### config.mk
export PLATFORM = sky130hd
export DESIGN_NAME = rhh_queue
export DESIGN_NICKNAME = d
export VERILOG_FILES = /design/src/design/rhh_pkg.sv /design/src/design/rhh_queue.sv
export SDC_FILE = /design/constraint.sdc
export NUM_CORES = 1
export LEC_CHECK = 0
export BUFFER_PORTS_ARGS = -buffer_cell sky130_fd_sc_hd__buf_2
export CORE_MARGIN = 2
export CORE_UTILIZATION = 52
export DETAILED_ROUTE_END_ITERATION = 12
export PLACE_DENSITY = 0.84
export SLEW_MARGIN = 10
export SYNTH_ARGS = -nofsm -noshare
export SYNTH_HDL_FRONTEND = slang
export SYNTH_SLANG_ARGS = --single-unit
### constraint.sdc
create_clock -name clk -period 5 [get_ports clk]
set_input_delay 0.25 -clock clk [delete_from_list [all_inputs] [get_ports clk]]
set_output_delay 0.25 -clock clk [all_outputs]
set_load 0.005 [all_outputs]
### src/design/rhh_pkg.sv
// Shared types, constants and codes for the Robin Hood hash table.
`timescale 1ns / 1ps
package rhh_pkg;

    localparam int SLOTS      = 1024;
    localparam int SLOT_AW    = $clog2(SLOTS);
    localparam int KEY_BITS   = 32;
    localparam int VALUE_BITS = 32;
    localparam int SIZE_W     = 11;
    localparam int KCNT_W     = $clog2(KEY_BITS);
    localparam logic [SIZE_W-1:0] SIZE_RESET = 11'd1021;
    localparam logic [SIZE_W-1:0] SIZE_MIN   = 11'd2;
    localparam logic [SIZE_W-1:0] SIZE_CAP   = SIZE_W'(SLOTS);

    typedef enum logic [1:0] {
        OP_LOOKUP = 2'd0,
        OP_INSERT = 2'd1,
        OP_REMOVE = 2'd2,
        OP_CLEAR  = 2'd3
    } op_t;

    typedef enum logic [1:0] {
        FR_IDLE,
        FR_DIV,
        FR_PUSH
    } front_state_t;

    typedef enum logic [3:0] {
        BK_IDLE,
        BK_CLR,
        BK_F_RD,
        BK_F_CHK,
        BK_P_RD,
        BK_P_CHK,
        BK_R_RD,
        BK_R_CHK,
        BK_DONE
    } back_state_t;

    typedef struct packed {
        logic [1:0]            operation;
        logic [KEY_BITS-1:0]   key;
        logic [VALUE_BITS-1:0] value;
    } request_t;

    typedef struct packed {
        logic                  found;
        logic [VALUE_BITS-1:0] value_out;
        logic                  status;
        logic [SIZE_W-1:0]     item_count;
    } result_t;

    typedef struct packed {
        op_t                   op;
        logic [KEY_BITS-1:0]   key;
        logic [VALUE_BITS-1:0] value;
        logic [SLOT_AW-1:0]    home;
    } job_t;

    typedef struct packed {
        logic                  valid;
        logic [KEY_BITS-1:0]   key;
        logic [SLOT_AW-1:0]    probe_len;
        logic [VALUE_BITS-1:0] value;
    } slot_t;

endpackage

### src/design/rhh_queue.sv
// Two-entry queue between the front end and the table engine.
`timescale 1ns / 1ps
module rhh_queue
    import rhh_pkg::*;
(
    input  logic clk,
    input  logic rst_n,
    input  logic push_valid,
    input  job_t push_job,
    output logic push_ready,
    output logic pop_valid,
    output job_t pop_job,
    input  logic pop
);

    job_t       mem_reg [2];
    logic       wr_reg, rd_reg;
    logic [1:0] cnt_reg;
    logic       do_push;
    logic       do_pop;

    assign push_ready = (cnt_reg != 2'd2);
    assign pop_valid  = (cnt_reg != 2'd0);
    assign pop_job    = mem_reg[rd_reg];
    assign do_push    = push_valid && push_ready;
    assign do_pop     = pop && pop_valid;

    // Pointers and fill count.
    always_ff @(posedge clk or negedge rst_n)
    begin
        if (!rst_n)
        begin
            wr_reg  <= 1'b0;
            rd_reg  <= 1'b0;
            cnt_reg <= 2'd0;
        end
        else
        begin
            if (do_push)
            begin
                wr_reg <= ~wr_reg;
            end
            if (do_pop)
            begin
                rd_reg <= ~rd_reg;
            end
            cnt_reg <= cnt_reg + {1'b0, do_push} - {1'b0, do_pop};
        end
    end

    // Entry storage.
    always_ff @(posedge clk)
    begin
        if (do_push)
        begin
            mem_reg[wr_reg] <= push_job;
        end
    end

endmodule

Word level (Yosys, flattened, before mapping)

Memories as Yosys holds them, arrays and structs flattened.
Cells that the tools add are included.

Bits in writable memories: 152
Input bits: 80
Logic and storage cells: 14
Latch bits: 0
Memories: 1
Bits in read-only memories: 0
Register bits after elaboration: 4

Equal/unequal tests: 1
$lt $le $gt $ge: 0
Add/sub/neg operators: 2
Div/mod/pow operators: 0
Shift operators: 0
Reduce and logical (&&, ||, !) cells: 3
Bitwise gates (word level): 2
Multipliers: 0
Mux-type cells: 2

Memory list:

| name    | words | bits a word | read ports | clocked after memory_dff | wr ports | line            | text |
|---|---|---|---|---|---|---|---|
| mem_reg | 2     | 76          | 1          | 0                        | 1        | rhh_queue.sv:16 | `job_t mem_reg [2];` |

Operator list:

| kind                 | number |
|---|---|
| $add A2 B1 Y2        | 1 |
| $logic_and A1 B1 Y1  | 2 |
| $mux W1              | 2 |
| $ne A2 B2 Y1 const B | 1 |
| $not A1 Y1           | 2 |
| $reduce_bool A2 Y1   | 1 |
| $sub A2 B1 Y2        | 1 |

Depth between registers and ports, before layout

Depth in word-level cells: 4
Gate-level depth with buffers: 7
Depth with buffers taken out: 7

Worst setup path before layout

No wires, ideal clock.

Path kind: register to register
From: register cnt_reg[1]
To: memory mem_reg[0][0] (netlist name) (enable)
Buffers on the path: 0
Clock period less this slack: 4,296 ps
Stages on the path, launching flop included: 4
Slack: 704 ps
Data arrival time: 3,785 ps
Path through: dfrtp_1 nand2b_1 nand2_1 nor2_1

Cells in the longest elaborated chain, start to end: 4

RTL lines:

| element                       | line            | text |
|---|---|---|
| from (decl)                   | rhh_queue.sv:18 | `logic [1:0] cnt_reg;` |
| from (signal assigned)        | rhh_queue.sv:47 | `cnt_reg <= cnt_reg + {1'b0, do_push} - {1'b0, do_pop};` |
| $ne A2 B2 Y1                  | rhh_queue.sv:22 | `assign push_ready = (cnt_reg != 2'd2);` |
| named net push_ready          | rhh_queue.sv:10 | `output logic push_ready,` |
| $logic_and A1 B1 Y1           | rhh_queue.sv:25 | `assign do_push = push_valid && push_ready;` |
| $mux W1                       | rhh_queue.sv:54 | `if (do_push)` |
| $mux W1 (implied by the code) | rhh_queue.sv:56 | `mem_reg[wr_reg] <= push_job;` |
| to (decl)                     | rhh_queue.sv:16 |  |

The timed path passes the listed nets, and every way through them passes these cells.

==> impl_results.md <==
- WP data required: 4750 ps
- Fillers: 636
- Ys async rst share: roughly 2.6%
- Later-pin clock latency in the skew report: 510 ps
- Unrepaired setup endpoints after global routing: no
- Hold_ws: 70.8 ps
- Clock buffer depth: 2
- Synth top area share: 78.5%
- Count leader, synth: edfxtp_1
- Yosys warnings: 0
- Initial antenna violation count: 0
- Initial Utilization: 53.4%
- Area leader, netlist: edfxtp_1
- Post-DRT Antenna Nets: 0
- Row cnt: 38
- Full die area: 0.0120 mm²
- Top_reg_cell synth: edfxtp_1
- Die width: 110 µm
- Via count: 3,220
- WL/cell: 17.1 µm
- Largest net degree at the start of global routing: 77
- Area Growth Syn to Fin: 39.1%
- Worst Tran Pin Value: 1040 ps
- Worst Skew: 9.09 ps
- Final hold vios: 0
- EDFF count, synth: 152
- Power Density: about 540 mW/mm²
- Congestion Overflow GR: 0
- Leakage power: about 3.2 nW
- Tot Pwr: 4.38 mW
- Final worst path period need: 2760 ps
- Layout cells sized above 1: 51.9%
- CP arrival: 2510 ps
- Drt first-iter violations: 150
- Core footprint: between 0.01 and 0.015 mm²
- Final non-filler cell total: 653
- Crit end category: output pin
- Port Buffer Count: about 160
- H-tree depth: 4
- Global Route Usage Sum: a little under a fifth
- Cell variety after synth: 17
- Placed insts: 544
- Class of the worst hold path: primary input to async pin
- Relative slew margins: 30.4%
- Worst-path clk slew: 60 ps
- CTS tree: built
- Final net count: 582
- Setup repair bufs after CTS: 0
- Post-DP HPWL: 6.27 mm
- Status: completed
- IO Pins: 158
- First-pass GRT wire length: 16.7 mm
- CP Class: register to output pin
- Final Cycle Share: 55.2%
- Peak supply drop: around 450 µV
- Post-synth top cells: edfxtp_1, mux2_2, mux2_4
- TritonCTS Buffers: 17
- Syn_area_per_cell: 22.9 µm²
- Max cap viols: 0
- Residual DRC: 0
- Gp weighted congestion: 0.655
- Setup TNS: 0 ps
- Synthesized area: slightly below 0.006 mm²
- Net Count, Synth: 336
- Max-slew violations: 0
- Max reg flops: 152
- Startpoint Class: register
- Final wirelength: 11.1 mm
- Die H: ~110 µm
- Vias in the first global route: 3,490
- CTS Sinks: 156
- Synth area leaders: edfxtp_1, mux2_2, mux2_4
- Clk root buf: clkbuf_8
- Register area share after synthesis: 80.2%
- Synth Register Bits: 156
- N_diodes: 0
- Critical Path Fanout Max: between 50 and 60
- Fmax: 0.362 GHz
- Mapped Cells: 254
- Final setup violation count: 0
- DRT Pass-1 Iters: 4
- Vias per Instance: 4.93
[power by group]
group          switching [mW]  internal, mW  total, mW
logic                   0.543         0.641       1.18
registers               0.118          1.80       1.92
clock network           0.471         0.809       1.28
[worst paths after layout]
path                       slack (ps)                  from                        to  cells after the start
min in group clk                  100                   pop        rd_reg$_DFFE_PN0P_                      3
min                                70                 rst_n      cnt_reg[1]$_DFF_PN0_                      2
min reg2reg                       540  cnt_reg[0]$_DFF_PN0_      cnt_reg[0]$_DFF_PN0_                      1
max reg2reg                      2430  cnt_reg[1]$_DFF_PN0_  mem_reg[0][53]$_DFFE_PP_                      4
max in group asynchronous        4780                 rst_n        rd_reg$_DFFE_PN0P_                      2
max                              2240    rd_reg$_DFFE_PN0P_               pop_job[30]                      3
[timing repair]
action / in CTS / in global routing
hold buffers: 77 / 0
resized for setup: 0 / 0
endpoints found under the hold margin: 156 / 0
[metrics by stage]
| step | util (%) | cell area (µm²) | setup slack [ps] |
|---|---|---|---|
| 6_report | 74.3 | 8090 | 2240 |
| 5_1_grt | 74.3 | 8090 | 2110 |
| 4_1_cts | 74.3 | 8090 | 2190 |
| 3_5_place_dp | 61.7 | 6720 | 2460 |
| 3_3_place_gp | 61.7 | 6720 | 2560 |
| 2_1_floorplan | - | 5820 | 704 |
[cell type report]
class	count	area, µm²	area share (%)
clock buffers	21	429	5.30
clock inverters	11	169	2.09
inverters	1	3.75	0.0464
multi-input cells	88	1070	13.3
flip-flops and latches	156	4670	57.7
well taps	140	175	2.17
repair buffers	236	1570	19.4
[per-layer routing]
metal / global-route usage (%) / routed length (µm) / vias to the layer above
met5: 0 / 0 / -
met4: 7.87 / 171 / 0
met3: 5.99 / 689 / 16
met2: 35.2 / 6150 / 131
met1: 20.3 / 4130 / 1573
li1: - / - / 1500
[layout by cell type, fill, tap and decap left out, types with 2 or more instances in the layout]
| master | count |
|---|---|
| buf_2 | 157 |
| edfxtp_1 | 152 |
| dlygate4sd3_1 | 77 |
| mux2_2 | 46 |
| mux2_4 | 30 |
| clkbuf_16 | 16 |
| clkbuf_1 | 4 |
| bufinv_16 | 4 |
| xnor2_1 | 3 |
| clkinvlp_4 | 3 |
| dfrtp_1 | 3 |
| ha_1 | 2 |
| clkinv_4 | 2 |
| buf_4 | 2 |
[worst max-delay path: stages, from the launching register on]
cell	delay [ps]
dfrtp_4	660
buf_4	750
mux2_2	440
buf_2	130
[cell families (layout without fill, tap and decap cells)]
logic type    after synthesis  count (layout)  synth area share (%)
xor+xnor                    4               4                 0.602
fa+ha+maj                   2               2                 0.430
flops                     156             156                  80.2
mux                        76              76                  16.6
simple gates                6               6                 0.559
buf+inv                    10             269                  1.57
(Power assumes the default switching activity.)
