## src/design/rhh_pkg.sv

```systemverilog
// Shared types, constants and codes for the Robin Hood hash table.
`timescale 1ns / 1ps
package rhh_pkg;

    localparam int SLOTS      = 1024;
    localparam int SLOT_AW    = $clog2(SLOTS);
    localparam int KEY_BITS   = 32;
    localparam int VALUE_BITS = 32;
    localparam int SIZE_W     = 11;
    localparam int KCNT_W     = $clog2(KEY_BITS);
    localparam logic [SIZE_W-1:0] SIZE_RESET = 11'd1021;
    localparam logic [SIZE_W-1:0] SIZE_MIN   = 11'd2;
    localparam logic [SIZE_W-1:0] SIZE_CAP   = SIZE_W'(SLOTS);

    typedef enum logic [1:0] {
        OP_LOOKUP = 2'd0,
        OP_INSERT = 2'd1,
        OP_REMOVE = 2'd2,
        OP_CLEAR  = 2'd3
    } op_t;

    typedef enum logic [1:0] {
        FR_IDLE,
        FR_DIV,
        FR_PUSH
    } front_state_t;

    typedef enum logic [3:0] {
        BK_IDLE,
        BK_CLR,
        BK_F_RD,
        BK_F_CHK,
        BK_P_RD,
        BK_P_CHK,
        BK_R_RD,
        BK_R_CHK,
        BK_DONE
    } back_state_t;

    typedef struct packed {
        logic [1:0]            operation;
        logic [KEY_BITS-1:0]   key;
        logic [VALUE_BITS-1:0] value;
    } request_t;

    typedef struct packed {
        logic                  found;
        logic [VALUE_BITS-1:0] value_out;
        logic                  status;
        logic [SIZE_W-1:0]     item_count;
    } result_t;

    typedef struct packed {
        op_t                   op;
        logic [KEY_BITS-1:0]   key;
        logic [VALUE_BITS-1:0] value;
        logic [SLOT_AW-1:0]    home;
    } job_t;

    typedef struct packed {
        logic                  valid;
        logic [KEY_BITS-1:0]   key;
        logic [SLOT_AW-1:0]    probe_len;
        logic [VALUE_BITS-1:0] value;
    } slot_t;

endpackage

```

## src/design/rhh_front.sv

```systemverilog
// Front end: takes requests and computes the home slot with a bit-serial modulo.
`timescale 1ns / 1ps
module rhh_front
    import rhh_pkg::*;
(
    input  logic              clk,
    input  logic              rst_n,
    input  logic              start,
    input  request_t          request,
    input  logic              hold,
    input  logic [SIZE_W-1:0] eff_size,
    output logic              front_busy,
    output logic              job_valid,
    output job_t              job,
    input  logic              job_ready
);

    front_state_t        st_reg, st_next;
    logic [KCNT_W-1:0]   cnt_reg, cnt_next;
    logic [KEY_BITS-1:0] shift_reg, shift_next;
    logic [SIZE_W-1:0]   rem_reg, rem_next;
    request_t            req_reg, req_next;
    logic [SIZE_W:0]     trial;

    assign front_busy = (st_reg != FR_IDLE) || hold;
    assign job_valid  = (st_reg == FR_PUSH);
    assign job.op     = op_t'(req_reg.operation);
    assign job.key    = req_reg.key;
    assign job.value  = req_reg.value;
    assign job.home   = rem_reg[SLOT_AW-1:0];

    // State and payload registers.
    always_ff @(posedge clk or negedge rst_n)
    begin
        if (!rst_n)
        begin
            st_reg  <= FR_IDLE;
            cnt_reg <= '0;
        end
        else
        begin
            st_reg  <= st_next;
            cnt_reg <= cnt_next;
        end
    end

    always_ff @(posedge clk)
    begin
        shift_reg <= shift_next;
        rem_reg   <= rem_next;
        req_reg   <= req_next;
    end

    // One quotient bit per cycle; the remainder always stays below the size.
    always_comb
    begin
        st_next    = st_reg;
        cnt_next   = cnt_reg;
        shift_next = shift_reg;
        rem_next   = rem_reg;
        req_next   = req_reg;
        trial      = {rem_reg, shift_reg[KEY_BITS-1]};
        if (trial >= {1'b0, eff_size})
        begin
            trial = trial - {1'b0, eff_size};
        end
        case (st_reg)
            FR_IDLE:
            begin
                if (start && !hold)
                begin
                    req_next   = request;
                    shift_next = request.key;
                    rem_next   = '0;
                    cnt_next   = '0;
                    st_next    = FR_DIV;
                end
            end
            FR_DIV:
            begin
                rem_next   = trial[SIZE_W-1:0];
                shift_next = {shift_reg[KEY_BITS-2:0], 1'b0};
                cnt_next   = cnt_reg + 1'b1;
                if (cnt_reg == KCNT_W'(KEY_BITS - 1))
                begin
                    st_next = FR_PUSH;
                end
            end
            FR_PUSH:
            begin
                if (job_ready)
                begin
                    st_next = FR_IDLE;
                end
            end
            default:
            begin
                st_next = FR_IDLE;
            end
        endcase
    end

endmodule

```

## config.mk

```make
export PLATFORM = sky130hd
export DESIGN_NAME = rhh_front
export DESIGN_NICKNAME = d
export VERILOG_FILES = /design/src/design/rhh_pkg.sv /design/src/design/rhh_front.sv
export SDC_FILE = /design/constraint.sdc
export NUM_CORES = 1
export LEC_CHECK = 0
export BUFFER_PORTS_ARGS = -buffer_cell sky130_fd_sc_hd__buf_2
export CAP_MARGIN = 25
export CORE_ASPECT_RATIO = 0.9
export CORE_UTILIZATION = 30
export DETAILED_ROUTE_END_ITERATION = 12
export PLACE_DENSITY = 0.62
export RECOVER_POWER = 100
export REMOVE_ABC_BUFFERS = 1
export SLEW_MARGIN = 15
export SYNTH_ARGS = -nofsm -noshare
export SYNTH_HDL_FRONTEND = slang
export SYNTH_SLANG_ARGS = --single-unit
```

## constraint.sdc

```tcl
create_clock -name clk -period 5.1 [get_ports clk]
set_input_delay 0.255 -clock clk [delete_from_list [all_inputs] [get_ports clk]]
set_output_delay 0.255 -clock clk [all_outputs]
set_load 0.005 [all_outputs]
```

# After elaboration in Yosys (flattened, before gate mapping)
# Index checks and enable logic that the tools add are counted.
dict set report op_classes {
  eq_ne 6
  n_bitwise 0
  n_reduce_logical 9
  shift 0
  n_div 0
  magnitude_cmp 1
  multipliers 0
  muxes 11
  n_addsub 2
}
# operator count
set ops {}
lappend ops {{one-hot mux 32 bit (2 select lines)} 1}
lappend ops {{two-way mux 32 bit} 1}
lappend ops {{two-way mux 11 bit} 2}
lappend ops {{one-hot mux 11 bit (2 select lines)} 1}
lappend ops {{greater-or-equal comparator 12 x 11 -> 1 bit} 1}
lappend ops {{subtractor 11 bit} 1}
lappend ops {{one-hot mux 5 bit (2 select lines)} 1}
lappend ops {{two-way mux 2 bit} 3}
lappend ops {{one-hot mux 2 bit (3 select lines)} 1}
lappend ops {{adder 5 x 1 -> 5 bit, second input constant} 1}
lappend ops {{equality test 5 bit, second input constant} 1}
lappend ops {{two-way mux 5 bit} 1}
lappend ops {{!= test 2 bit, second input constant} 2}
lappend ops {{AND reduction 2 bit} 2}
lappend ops {{nonzero test 2 bit} 2}
lappend ops {{AND reduction 3 bit} 1}
lappend ops {{equality test 2 x 1 -> 1 bit, second input constant} 1}
lappend ops {{equality test 2 bit, second input constant} 1}
lappend ops {{logical NOT 2 bit} 1}
lappend ops {{!= test 2 x 1 -> 1 bit, second input constant} 1}
lappend ops {{logical AND 1 bit} 1}
lappend ops {{logical NOT 1 bit} 1}
lappend ops {{logical OR 1 bit} 1}
dict set report word_totals {
  mem_count 0
  wordCells 36
  register_bits 116
  mem_bits_rw 0
  romBits 0
  latchBits 0
}

# Logic depth before layout (Yosys ltp)
dict set report depth {
  ltp_word 4
  mapped_depth 10
  mapped_depth_nobuf 9
}

# Worst setup path before layout
# OpenSTA, ideal clock, no wires.
dict set report synth_timing {
  kind {reg-to-reg}
  start {register st_reg[0]}
  end {register cnt_reg[1]}
  stages_incl_launch_ff 5
  path_slack_ns 2.591
  required_ns 4.895
  t_arrival_ns 2.304
  setup_time_ns 0.205
  path_cell_list {dfrtp_1 > nor3_1 > nand2_1 > inv_1 > o21ai_0}
}
dict set report synth_via {
  elab_chain_cells 3
}
# element line
set synth_lines {}
lappend synth_lines {{from (decl)} rhh_front.sv:18} ;# front_state_t st_reg, st_next;
lappend synth_lines {{from (signal assigned)} rhh_front.sv:42} ;# st_reg <= st_next;
lappend synth_lines {{equality test 2 x 1 -> 1 bit or logical NOT 2 bit (tied branches)} rhh_front.sv:67} ;# case (st_reg)
lappend synth_lines {{nonzero test 2 bit (no source line) or != test 2 bit (tied branches)} n/a}
lappend synth_lines {{AND reduction 2 bit (no source line)} n/a}
lappend synth_lines {{to (signal assigned)} rhh_front.sv:43} ;# cnt_reg <= cnt_next;
lappend synth_lines {{to (decl)} rhh_front.sv:19} ;# logic [KCNT_W-1:0] cnt_reg, cnt_next;
# Parallel ways exist; a longest one is shown, timed or not.
# A chain may end at the register's enable or synchronous reset.

# Worst setup path in the final report
dict set report layout_timing {
  start {register st_reg[0]}
  end {register shift_reg[6] (enable)}
}
dict set report layout_via {
  elab_chain_cells 3
}
# element line
set layout_lines {}
lappend layout_lines {{equality test 2 x 1 -> 1 bit or logical NOT 2 bit (tied branches)} rhh_front.sv:67}
lappend layout_lines {{nonzero test 2 bit (no source line) or != test 2 bit (tied branches)} n/a}
lappend layout_lines {{AND reduction 2 bit (no source line) (*)} n/a}
lappend layout_lines {{to (signal assigned)} rhh_front.sv:49} ;# shift_reg <= shift_next;
lappend layout_lines {{to (decl)} rhh_front.sv:20} ;# logic [KEY_BITS-1:0] shift_reg, shift_next;
# Mark *: on every way between the ends. The rest lies on a longest branch, timed or not.

==> run_summary.xml <==
<?xml version="1.0" encoding="UTF-8"?>
<metrics>
  <group name="logic_synthesis">
    <metric name="ys_seq_elements" unit="">116</metric>
    <metric name="synth.yosys.seq_area_share" unit="%">71.86</metric>
    <metric name="syn_inst" unit="">365</metric>
    <metric name="synth.most_common_cell" unit="">nand2_1</metric>
    <metric name="syn-cell-area" unit="um^2">4798</metric>
    <metric name="dominantRegCellSynth" unit="">edfxtp_1</metric>
    <metric name="post-synth-top-area-cell" unit="">edfxtp_1</metric>
    <metric name="netlist_top_cells_count" unit="">nand2_1 (111), edfxtp_1 (109), inv_1 (17)</metric>
    <metric name="yosys.cell_types.count" unit="">47</metric>
    <metric name="synthesis.yosys.warnings" unit="">0</metric>
    <metric name="synthTopCellsByArea" unit="">edfxtp_1 (68%), nand2_1 (8.7%), dfrtp_1 (3.7%)</metric>
    <metric name="synth_edf_count" unit="">109</metric>
    <metric name="synth_top_area_share" unit="%">68.21</metric>
    <metric name="avgSynthCellArea" unit="um^2">13.15</metric>
    <metric name="synth-async-reset-ratio" unit="%">6.034</metric>
  </group>
  <group name="detailed_routing">
    <metric name="wl_met3" unit="um">703</metric>
    <metric name="met2RoutedLength" unit="um">5084</metric>
    <metric name="met1_length" unit="um">4515</metric>
    <metric name="routed_via_density" unit="">4.375</metric>
    <metric name="detail_route.drc_violations" unit="">0</metric>
    <metric name="dr_total_vias" unit="">3246</metric>
    <metric name="first_pass_iters" unit="">4</metric>
    <metric name="detail_route.wl_per_cell" unit="um">14.06</metric>
    <metric name="drt.antenna.violating_nets" unit="">0</metric>
    <metric name="initialDrtViolationCount" unit="">106</metric>
    <metric name="top_layer_used" unit="">met4</metric>
    <metric name="postRouteWirelength" unit="um">10430</metric>
  </group>
  <group name="worst_setup_path">
    <metric name="cp_slowest_cell" unit="">or2b_1</metric>
    <metric name="worst-r2r-setup-slack" unit="ps">1640</metric>
    <metric name="cp_top_family" unit="">simple AND/OR/NAND/NOR gates</metric>
    <metric name="critical_path.reg2reg.endpoint" unit="">shift_reg[6]$_DFFE_PP_</metric>
    <metric name="worstSetupStartpointType" unit="">register</metric>
    <metric name="regToRegStartpoint" unit="">st_reg[0]$_DFFE_PN0P_</metric>
    <metric name="worst-path-buf-inv" unit="">1</metric>
    <metric name="worstPathCellList" unit="">or2b_1, nand2_1, buf_12</metric>
    <metric name="critPathMaxStageDelay" unit="ps">1260</metric>
    <metric name="crit_type" unit="">reg2reg</metric>
    <metric name="worst_r2r_path_depth" unit="">3</metric>
    <metric name="worst-endpoint-arrival" unit="ps">3600</metric>
    <metric name="critical_path_required" unit="ps">5250</metric>
    <metric name="worstSetupPathDepth" unit="">3</metric>
    <metric name="critPathCaptureType" unit="">register</metric>
    <metric name="crit_fanout" unit="">48</metric>
  </group>
  <group name="timing">
    <metric name="layout_min_cycle_time" unit="ps">3457</metric>
    <metric name="timing.setup.tns" unit="ps">0</metric>
    <metric name="post-route-period-util" unit="%">67.78</metric>
    <metric name="rsz0062_at_grt" unit="">no</metric>
    <metric name="worst_clock_skew" unit="ps">6.267</metric>
    <metric name="finalHoldViolCount" unit="">0</metric>
    <metric name="fin_worst_hold_slack" unit="ps">24.88</metric>
    <metric name="slew_violations" unit="">49</metric>
    <metric name="worstMarginPinSlew" unit="ps">1626</metric>
    <metric name="fmax" unit="GHz">0.2893</metric>
    <metric name="slew_headroom" unit="%">-8.369</metric>
    <metric name="setup_violations" unit="">0</metric>
  </group>
  <group name="grt">
    <metric name="antenna_found_initial" unit="">1</metric>
    <metric name="grt_pass1_vias" unit="">3311</metric>
    <metric name="global_route.usage.total" unit="%">12.96</metric>
    <metric name="largest_net_degree_at_the_start_of_global_routing" unit="">49</metric>
    <metric name="grt_first_pass_wirelength" unit="um">16080</metric>
    <metric name="overflow" unit="">0</metric>
  </group>
  <group name="power_and_ir_drop">
    <metric name="vdd_ir_drop_max" unit="mV">0.2158</metric>
    <metric name="pwr_density_cell" unit="nW/um^2">605.4</metric>
    <metric name="finalPower" unit="uW">3782</metric>
    <metric name="static-leakage-power" unit="uW">0.002554</metric>
  </group>
  <group name="die">
    <metric name="die_h" unit="um">122.0</metric>
    <metric name="floorplan.rows" unit="">43</metric>
    <metric name="design.core.area" unit="um^2">15490</metric>
    <metric name="design.portCount" unit="">160</metric>
    <metric name="start_util" unit="%">30.97</metric>
    <metric name="die_width" unit="um">135.3</metric>
    <metric name="die_area" unit="um^2">16510</metric>
  </group>
  <group name="final_layout">
    <metric name="largest_register_ff_count" unit="">66</metric>
    <metric name="layout-drive-gt1-share" unit="%">21.15</metric>
    <metric name="final_util" unit="%">40.32</metric>
    <metric name="flow.area_growth_from_synthesis" unit="%">30.20</metric>
    <metric name="finalNetCount" unit="">622</metric>
    <metric name="final_design_area_no_fill" unit="um^2">6247</metric>
  </group>
  <group name="outcome">
    <metric name="outcome" unit="">finished, violations left</metric>
    <metric name="failed_checks" unit="">capacitance limit, slew limit</metric>
  </group>
  <group name="cts">
    <metric name="post_cts_resize_count" unit="">0</metric>
    <metric name="root_buffer" unit="">clkbuf_16</metric>
    <metric name="tritoncts" unit="">yes</metric>
    <metric name="clock_latency" unit="ps">400</metric>
    <metric name="cts_sinks" unit="">116</metric>
    <metric name="worst_case_clock_buffer_depth" unit="">2</metric>
    <metric name="h_tree_levels" unit="">4</metric>
    <metric name="clkSlewWorstSetupHoldPaths" unit="ps">50</metric>
    <metric name="numCtsBuffers" unit="">17</metric>
  </group>
  <group name="min_path">
    <metric name="worst_hold_path.endpoint" unit="">job[11]$_DFFE_PP_</metric>
    <metric name="hold_class" unit="">in2reg</metric>
    <metric name="holdCritStartpoint" unit="">request[1]</metric>
    <metric name="worstHoldPathCells" unit="">1</metric>
  </group>
  <group name="place">
    <metric name="finalWeightedCongestion" unit="">0.7643</metric>
    <metric name="detailed_place.area" unit="um^2">5737</metric>
    <metric name="post-dp-hpwl" unit="um">7223</metric>
    <metric name="number_of_buffers_inserted_by_port_buffering" unit="">159</metric>
  </group>
  <group name="job">
    <metric name="maxCapViolCount" unit="">1</metric>
  </group>
</metrics>
==> metrics by stage <==
step | instances | worst slack (ps)
2_1_floorplan | 345 | 2591
3_3_place_gp | 707 | 2561
3_5_place_dp | 707 | 2414
4_1_cts | 740 | 2404
5_1_grt | 741 | 1288
6_report | 742 | 1643
==> how the worst max path moves through the flow <==
| stage | end | from | slack (ps) |
|---|---|---|---|
| 3_5_place_dp | shift_reg[21]$_DFFE_PP_ | st_reg[0]$_DFFE_PN0P_ | 2410 |
| 5_1_grt | shift_reg[17]$_DFFE_PP_ | st_reg[0]$_DFFE_PN0P_ | 1290 |
| 3_3_place_gp | shift_reg[21]$_DFFE_PP_ | st_reg[0]$_DFFE_PN0P_ | 2560 |
| 6_report | shift_reg[6]$_DFFE_PP_ | st_reg[0]$_DFFE_PN0P_ | 1640 |
| 2_1_floorplan | cnt_reg[1]$_DFFE_PN0P_ | st_reg[0]$_DFFE_PN0P_ | 2590 |
| 4_1_cts | shift_reg[22]$_DFFE_PP_ | st_reg[0]$_DFFE_PN0P_ | 2400 |
==> layout make-up <==
cell class / count / area, um^2
timing repair buffer: 162 / 733.2
tap: 202 / 252.7
antenna: 1 / 2.502
inverter: 17 / 63.81
clock buffer: 21 / 440.4
fill: 1533 / 9248
multi-input combinational: 212 / 1149
sequential: 116 / 3448
clock inverter: 11 / 157.7
==> where the power goes <==
| group | switching [uW] | internal, uW | total (uW) |
|---|---|---|---|
| Clock | 402 | 812 | 1210 |
| Combinational | 647 | 395 | 1040 |
| Sequential | 103 | 1420 | 1530 |
| Total | 1150 | 2630 | 3780 |
==> kinds of logic (layout without fill, tap and decap cells) <==
group                    after synthesis  count (layout)  synth area share [%]
AND/OR/NAND/NOR                      152             152                 13.64
buffers and inverters                 37             211                 3.833
other                                  0               1                     0
adder cells (fa/ha/maj)               14              14                 3.807
flip-flops                           116             116                 71.86
AO/OA/AOI/OAI                         41              41                 5.945
XOR/XNOR                               5               5                0.9128
==> timing repair <==
| item | in CTS | in global routing |
|---|---|---|
| buffers inserted | 0 | 0 |
| endpoints found under the hold margin | 7 | 0 |
| endpoints found under the setup margin | 0 | 0 |
| hold buffers | 1 | 0 |
==> routing by layer <==
| layer | up-vias | track usage (%) |
|---|---|---|
| met5 | - | 0 |
| met1 | 1535 | 15.36 |
| met3 | 12 | 5.077 |
| li1 | 1609 | - |
| met4 | 0 | 4.986 |
| met2 | 90 | 21.12 |
==> placed cells by master, fill, tap and decap left out, types with 2 or more instances in the layout <==
| cell | instances |
|---|---|
| a211oi_1 | 3 |
| a21o_1 | 2 |
| a21oi_1 | 12 |
| and2_1 | 2 |
| and4_1 | 2 |
| buf_2 | 78 |
| bufinv_16 | 4 |
| clkbuf_1 | 83 |
| clkbuf_16 | 17 |
| clkinv_2 | 5 |
| dfrtp_1 | 7 |
| edfxtp_1 | 109 |
| ha_1 | 13 |
| inv_1 | 17 |
| nand2_1 | 111 |
| nand2b_1 | 2 |
| nand3_1 | 4 |
| nor2_1 | 12 |
| nor2b_1 | 2 |
| nor3_1 | 4 |
| o21a_1 | 3 |
| o21ai_0 | 9 |
| or3_1 | 3 |
| xnor2_1 | 2 |
| xor2_1 | 3 |
No activity file was read; power rests on OpenSTA's default activity.
